===== src/hw/rtl/nearest_palette_color_mapper_unit_assert.svh =====
`ifndef NEAREST_PALETTE_COLOR_MAPPER_UNIT_ASSERT_SVH
`define NEAREST_PALETTE_COLOR_MAPPER_UNIT_ASSERT_SVH

// Clocked assertion, checked outside reset.
`define NPCM_ASSERT(lbl, prop, msg) \
   lbl: assert property (@(posedge clock) disable iff (reset) prop) else $error(msg);

// Clocked assertion, checked during reset as well.
`define NPCM_ASSERT_ALWAYS(lbl, prop, msg) \
   lbl: assert property (@(posedge clock) prop) else $error(msg);

`endif


===== src/hw/rtl/npcm_pkg.sv =====
`timescale 1ns / 1ps

package npcm_pkg;

   localparam int PALETTE_ENTRIES_DEF = 256;
   localparam int STORE_DEPTH         = 256;

   localparam int COLOR_W = 8;
   localparam int INDEX_W = 8;
   localparam int RGB_W   = 3 * COLOR_W;
   localparam int SQ_W    = 2 * COLOR_W;
   localparam int DIST_W  = 18;
   localparam int BEST_W  = 20;
   localparam int COUNT_W = 9;

   localparam logic [BEST_W-1:0] DIST_START = BEST_W'(999999);

   typedef enum logic [1:0] {
      FUNC_CLEAR = 2'd0,
      FUNC_WRITE = 2'd1,
      FUNC_LEARN = 2'd2,
      FUNC_MAP   = 2'd3
   } func_type;

   typedef enum logic [1:0] {
      ST_IDLE,
      ST_SCAN,
      ST_LEARN_WR,
      ST_RESP
   } state_type;

   typedef struct packed {
      logic load;
      logic scan;
      logic learn_wr;
      logic resp_load;
   } ctrl_cmd_type;

   typedef struct packed {
      func_type func;
      logic     scan_done;
      logic     out_free;
   } dp_status_type;

   function automatic logic [COLOR_W-1:0] abs_diff(input logic [COLOR_W-1:0] a,
                                                   input logic [COLOR_W-1:0] b);
      abs_diff = (a > b) ? (a - b) : (b - a);
   endfunction

endpackage


===== src/hw/rtl/npcm_ctrl.sv =====
`timescale 1ns / 1ps
`include "nearest_palette_color_mapper_unit_assert.svh"

module npcm_ctrl
   import npcm_pkg::*;
(
   input  logic          clock,
   input  logic          reset,
   input  logic          req_valid,
   input  logic [1:0]    req_func,
   output logic          req_ready,
   input  dp_status_type status,
   output ctrl_cmd_type  cmd
);

   state_type state_ff;
   state_type state_in;

   always_ff @(posedge clock) begin
      if (reset) begin
         state_ff <= ST_IDLE;
      end else begin
         state_ff <= state_in;
      end
   end

   always_comb begin
      state_in = state_ff;
      unique case (state_ff)
         ST_IDLE: begin
            if (req_valid) begin
               unique case (func_type'(req_func))
                  FUNC_CLEAR, FUNC_WRITE: state_in = ST_RESP;
                  FUNC_LEARN, FUNC_MAP:   state_in = ST_SCAN;
                  default:                state_in = ST_RESP;
               endcase
            end
         end
         ST_SCAN: begin
            if (status.scan_done) begin
               state_in = (status.func == FUNC_LEARN) ? ST_LEARN_WR : ST_RESP;
            end
         end
         ST_LEARN_WR: state_in = ST_RESP;
         ST_RESP: begin
            if (status.out_free) begin
               state_in = ST_IDLE;
            end
         end
         default: state_in = ST_IDLE;
      endcase
   end

   always_comb begin
      req_ready     = (state_ff == ST_IDLE);
      cmd.load      = (state_ff == ST_IDLE) && req_valid;
      cmd.scan      = (state_ff == ST_SCAN);
      cmd.learn_wr  = (state_ff == ST_LEARN_WR);
      cmd.resp_load = (state_ff == ST_RESP) && status.out_free;
   end

   `NPCM_ASSERT(a_learn_wr_then_resp, cmd.learn_wr |=> state_ff == ST_RESP, "learn write not followed by response")
   `NPCM_ASSERT(a_map_skips_learn_wr, (state_ff == ST_SCAN && status.func == FUNC_MAP) |=> state_ff != ST_LEARN_WR, "map entered learn write")
   `NPCM_ASSERT(a_one_command, $onehot0({cmd.load, cmd.scan, cmd.learn_wr, cmd.resp_load}), "overlapping datapath commands")

endmodule


===== config.mk =====
export PLATFORM = sky130hd
export DESIGN_NAME = npcm_ctrl
export DESIGN_NICKNAME = d
export VERILOG_FILES = /design/src/hw/rtl/npcm_pkg.sv /design/src/hw/rtl/npcm_ctrl.sv
export VERILOG_INCLUDE_DIRS = /design/src /design/src/hw/rtl
export SDC_FILE = /design/constraint.sdc
export NUM_CORES = 1
export LEC_CHECK = 0
export BUFFER_PORTS_ARGS = -buffer_cell sky130_fd_sc_hd__buf_4
export CORE_AREA = 3 3 40 42
export DETAILED_ROUTE_END_ITERATION = 10
export DIE_AREA = 0 0 43 45
export SLEW_MARGIN = 15
export SYNTH_ARGS = -nofsm -noshare
export SYNTH_HDL_FRONTEND = slang
export SYNTH_SLANG_ARGS = --single-unit

===== constraint.sdc =====
create_clock -name clock -period 1.6 [get_ports clock]
set_clock_uncertainty 0.05 [all_clocks]
set_input_delay 0.32 -clock clock [delete_from_list [all_inputs] [get_ports clock]]
set_output_delay 0.32 -clock clock [all_outputs]
set_load 0.01 [all_outputs]

==> flow_summary_export.csv, run 1 <==
group,metric,value,unit
status,status,"completed",
synth,syn_area,214.0,µm²
timing,worst_slack,56.99,ps
clocking,cts_root_buffer,"clkbuf_4",
layout,insertedDiodeCount,0,
critical_path,reg2reg_to,"state_ff[0]",
synth,synthesis.nets,36,
min_path,hold_path.class,"primary input to flip-flop",
critical_path,required,1230,ps
clocking,clk-insertion-delay-late,220,ps
clocking,cts_buffer_depth,2,
drt,drt-total-wl,565,µm
drt,vias,235,
timing,slew_headroom,0.7669,
layout,reg.largest.list,"state_ff (2)",
critical_path,worstSetupPathType,"flip-flop to output pin",
power_and_ir_drop,power,584.7,µW
drt,detail_route.iter0.violations,0,
power_and_ir_drop,peakVddDrop,0.0004087,V
timing,worstMarginPinSlew,348.8,ps
synth,ys_seq_area_frac,0.1871,
global_route,grt_pass1_wl,897,µm
layout,n_fill_cell,133,
layout,design_area,381.6,µm²
floorplan,num_rows,13,
place,portBuffers,12,
floorplan,start_util,0.1665,
synth,synth_cell_types,14,
floorplan,coreArea,1285,µm²
timing,setup_violations,0,
critical_path,cp.arrival,1170,ps
synth,yosys_warnings,0,
critical_path,cp-endpoint,"cmd[1]",
critical_path,cp_max_fo,4,
floorplan,die-area,1935,µm²
clocking,cts.sinks,2,
clocking,cts.clk_slew.worst_paths,30,ps
clocking,cts-buffers-inserted,3,
floorplan,die_w,43,µm
drt,drc_errors,0,
drt,firstDrtPassIters,1,
drt,post_drt_wl_per_cell,10.09,µm
run,cap_violations,0,
layout,drive_above_1_share,0.4878,
synth,ys_ff_latch,2,
global_route,grt_overflow_total,0,
timing,fmax,648.1,MHz
floorplan,io_pins,14,
critical_path,critPathLaunchType,"flip-flop",
layout,seqCellArea,40.04,µm²
synth,synth_cells,23,
place,place_congestion,0.6766,
timing,hold_violations,0,
critical_path,crit_path_end_kind,"output pin",
timing,final.min_clock_period,1543,ps
global_route,grt_pass1_vias,245,
timing,rsz0062_at_grt,"no",
critical_path,r2r_cells,5,
critical_path,cp-startpoint,"state_ff[0]",
critical_path,r2r_slack,120,ps
layout,finalNetCount,56,
layout,largest_register,"state_ff",
synth,synth_area_leaders,"ha_1, dfxtp_1, nor2b_1",
power_and_ir_drop,leakage,0.0001874,µW
place,dpl-instance-area,345.3,µm²
synth,synth_top_cell_by_area,"ha_1",
critical_path,r2r_start,"state_ff[1]",
global_route,grt_max_degree,8,
timing,fin_crit_sh,0.9644,
timing,drv_slew,0,
global_route,track_usage,0.06401,
timing,tns,0,ps
synth,synth_top_area_frac,0.2339,
floorplan,die_y,45,µm
layout,syn2layout_area_growth,78.36,%
clocking,hold_buffers,0,
synth,syn_avg_cell_area,9.302,µm²
place,dp_hpwl,447.6,µm
layout,largest_reg_flops,2,
layout,multi_input_area,180.2,µm²
power_and_ir_drop,powerDensity,1532,nW/µm²
global_route,antenna_found_initial,0,
drt,ant_nets,0,
place,post-place-ws,50.86,ps
clocking,cts_tree,"built",
drt,via_per_inst,4.196,
clocking,htree_levels,1,
## worst max-delay path, stage by stage, from the launching register on
cell	delay [ps]
dfxtp_1	370
inv_1	110
buf_4	150
ha_1	180
buf_4	140
## cell usage in the layout, fill, tap and decap left out
master and n:
a211oi_1 1, and2_1 2, a2111oi_1 1, buf_4 15, nand2b_4 1, dfxtp_1 2, mux2i_1 1, ha_1 3
o31ai_1 1, ha_4 1, clkbuf_4 3, a2111o_1 1, nand2b_1 2, a21oi_1 1, nor2b_1 3, o31a_1 1
inv_1 2
## how the worst min path moves through the flow
stage,end,depth (start not counted),slack [ps],from
finish,state_ff[1],2,210,reset
detailed placement,state_ff[1],2,450,reset
floorplan,state_ff[1],1,340,reset
global placement,state_ff[1],2,450,reset
CTS,state_ff[1],2,210,reset
global route,state_ff[1],2,220,reset
## cell usage after synthesis
cell       instances
o31ai_1            1
a2111o_1           1
nand2b_1           2
and2_1             2
a211oi_1           1
nand2b_4           1
a21oi_1            1
inv_1              2
mux2i_1            1
nor2b_1            3
o31a_1             1
ha_1               4
dfxtp_1            2
a2111oi_0          1
## per-stage QoR
step / cells / hold slack (ps) / util
after floorplan: 23 / 339.1 / -
after global placement: 53 / 445.3 / 0.2687
after detailed placement: 53 / 445.4 / 0.2687
after CTS: 56 / 207.0 / 0.2882
after global routing: 56 / 216.7 / 0.2970
final: 56 / 213.0 / 0.2970
## cell type report
type,instances,share of cell area
multi-input combinational,19,0.4721
timing repair buffer,15,0.2951
sequential,2,0.1049
clock buffer,3,0.05902
tap,15,0.04918
inverter,2,0.01967
## where the power goes
part / switching (µW) / internal (µW)
clock: 27.8 / 82.7
combinational: 163 / 226
sequential: 16.8 / 68.6
## kinds of logic (layout without fill, tap and decap cells)
group,count (synthesis),in the layout,share of synthesized area
muxes,1,1,0.04679
adders and majority gates,4,4,0.2339
and+or+nand+nor,8,8,0.2690
buffers and inverters,2,20,0.03510
DFF,2,2,0.1871
AOI/OAI and AO/OA,6,6,0.2281
## metal layers
| layer | GRT usage | vias up | share of wire |
|---|---|---|---|
| li1 | - | 120 | - |
| met1 | 0.05516 | 105 | 0.37 |
| met2 | 0.1138 | 8 | 0.53 |
| met3 | 0.01594 | 2 | 0.071 |
| met4 | 0.07229 | 0 | 0.025 |
| met5 | 0 | - | 0 |
## repair_timing
action / CTS / global route
buffers inserted: 0 / 0
setup endpoints to repair: 1 / 1
resized for setup: 1 / 2
cloned: 0 / 0
(Power assumes the default switching activity.)
==> inputs of run 2 (changes only) <==
- RECOVER_POWER: not set -> 25
==> flow_summary_export.csv, run 2 (synthesis results as in run 1) <==
group,metric,value,unit
status,status,"completed",
layout,largest_register,"state_ff",
timing,setup_violations,0,
power_and_ir_drop,netSwitchingFraction,0.3558,
drt,post_drt_wl_per_cell,10.11,µm
global_route,grt_pass1_vias,245,
layout,insertedDiodeCount,0,
critical_path,r2r_slack,120,ps
timing,rsz0062_at_grt,"no",
timing,drv_slew,0,
global_route,grt_pass1_wl,897,µm
power_and_ir_drop,powerDensity,1544,nW/µm²
clocking,cts-buffers-inserted,3,
clocking,clk-insertion-delay-late,220,ps
drt,ant_nets,0,
place,dpl-instance-area,345.3,µm²
timing,slew_headroom,0.7669,
drt,firstDrtPassIters,1,
floorplan,die_y,45,µm
power_and_ir_drop,power_frac_seq,0.146,
layout,finalNetCount,56,
clocking,htree_levels,1,
critical_path,crit_path_end_kind,"output pin",
drt,drt-total-wl,566,µm
floorplan,die_w,43,µm
layout,fin_cells,56,
critical_path,cp_max_fo,4,
drt,detail_route.iter0.violations,0,
floorplan,io_pins,14,
layout,largest_reg_flops,2,
timing,hold_violations,0,
place,portBuffers,12,
critical_path,cp.arrival,1170,ps
place,place_congestion,0.6766,
drt,via_per_inst,4.196,
layout,reg.largest.list,"state_ff (2)",
min_path,hold_path.class,"primary input to flip-flop",
timing,tns,0,ps
clocking,cts.sinks,2,
timing,final.min_clock_period,1543,ps
clocking,cts_buffer_depth,2,
global_route,track_usage,0.06401,
clocking,cts_tree,"built",
layout,syn2layout_area_growth,76.61,%
place,dp_hpwl,447.6,µm
critical_path,worstSetupPathType,"flip-flop to output pin",
floorplan,coreArea,1285,µm²
critical_path,critPathLaunchType,"flip-flop",
floorplan,num_rows,13,
drt,vias,235,
clocking,hold_buffers,0,
critical_path,required,1230,ps
layout,drive_above_1_share,0.4634,
run,cap_violations,0,
power_and_ir_drop,p_sw,207.6,µW
drt,drc_errors,0,
power_and_ir_drop,leakage,0.0001831,µW
power_and_ir_drop,power.share.clock,0.189,
power_and_ir_drop,power,583.5,µW
layout,design_area,377.9,µm²
global_route,grt_overflow_total,0,
clocking,post_cts_buffers,0,
timing,worstMarginPinSlew,348.8,ps
place,dp.cells,53,
floorplan,die-area,1935,µm²
global_route,antenna_found_initial,0,
power_and_ir_drop,pwr-share-comb,0.664,
floorplan,start_util,0.1665,
global_route,grt_max_degree,8,
timing,fin_crit_sh,0.9644,
power_and_ir_drop,peakVddDrop,0.0004085,V
power_and_ir_drop,intPower,375.8,µW
clocking,cts.clk_slew.worst_paths,30,ps
timing,fmax,648.1,MHz
clocking,cts_root_buffer,"clkbuf_4",
layout,layout_common_cells,"buf_4, nor2b_1, ha_1, clkbuf_4",
layout,final_common_cell,"buf_4",
==> run 2: cell count changes in the layout (fill, tap and decap cells not counted) <==
cell / before / now
buf_4: 15 / 14
clkbuf_1: 0 / 1
==> run 2: stage by stage <==
stage | hold WS (ps) | util | setup WS, ps
floorplan | 339.1 | - | 101.8
global placement | 445.3 | 0.2687 | 71.18
detailed placement | 445.4 | 0.2687 | 50.86
CTS | 207.0 | 0.2882 | 36.90
global route | 216.7 | 0.2941 | 2.999
finish | 213.0 | 0.2941 | 56.99
==> run 2: worst max-delay path, cell delays in order, from the launching register on <==
cell,delay (ps)
dfxtp_1,370
inv_1,110
buf_4,150
ha_1,180
buf_4,140
==> run 2: power groups by stage <==
stage | combinational (µW) | clock (µW) | sequential, µW
6_report | 388 | 110 | 85.4
5_1_grt | 429 | 119 | 86.1
4_1_cts | 355 | 119 | 84.8
3_5_place_dp | 347 | 0 | 85.5
3_3_place_gp | 344 | 0 | 85.6
2_1_floorplan | 207 | 0 | 85.2
==> run 2: worst paths after layout <==
path / end / start / cells after the start
setup / recovery: cmd[1] / state_ff[0] / 4
hold / removal: state_ff[1] / reset / 2
setup reg to reg: state_ff[0] / state_ff[1] / 5
hold reg to reg: state_ff[0] / state_ff[0] / 1
==> run 2: area by class of cell <==
class	count	area, µm²
tap	15	18.77
inverter	2	7.507
fill	135	907.1
timing repair buffer	15	108.9
clock buffer	3	22.52
sequential	2	40.04
multi-input combinational	19	180.2
==> run 2: timing repair <==
action                                  CTS  global route
pin swaps                                 0             0
endpoints found under the setup margin    1             1
cloned                                    0             0
resized for setup                         1             2
hold endpoints to repair                  0             0
==> run 2: per-layer routing <==
layer / global-route usage / wire (µm) / vias up
met4: 0.07229 / 14 / 0
met2: 0.1138 / 300 / 8
met1: 0.05516 / 210 / 105
li1: - / - / 120
met5: 0 / 0 / -
met3: 0.01594 / 40 / 2
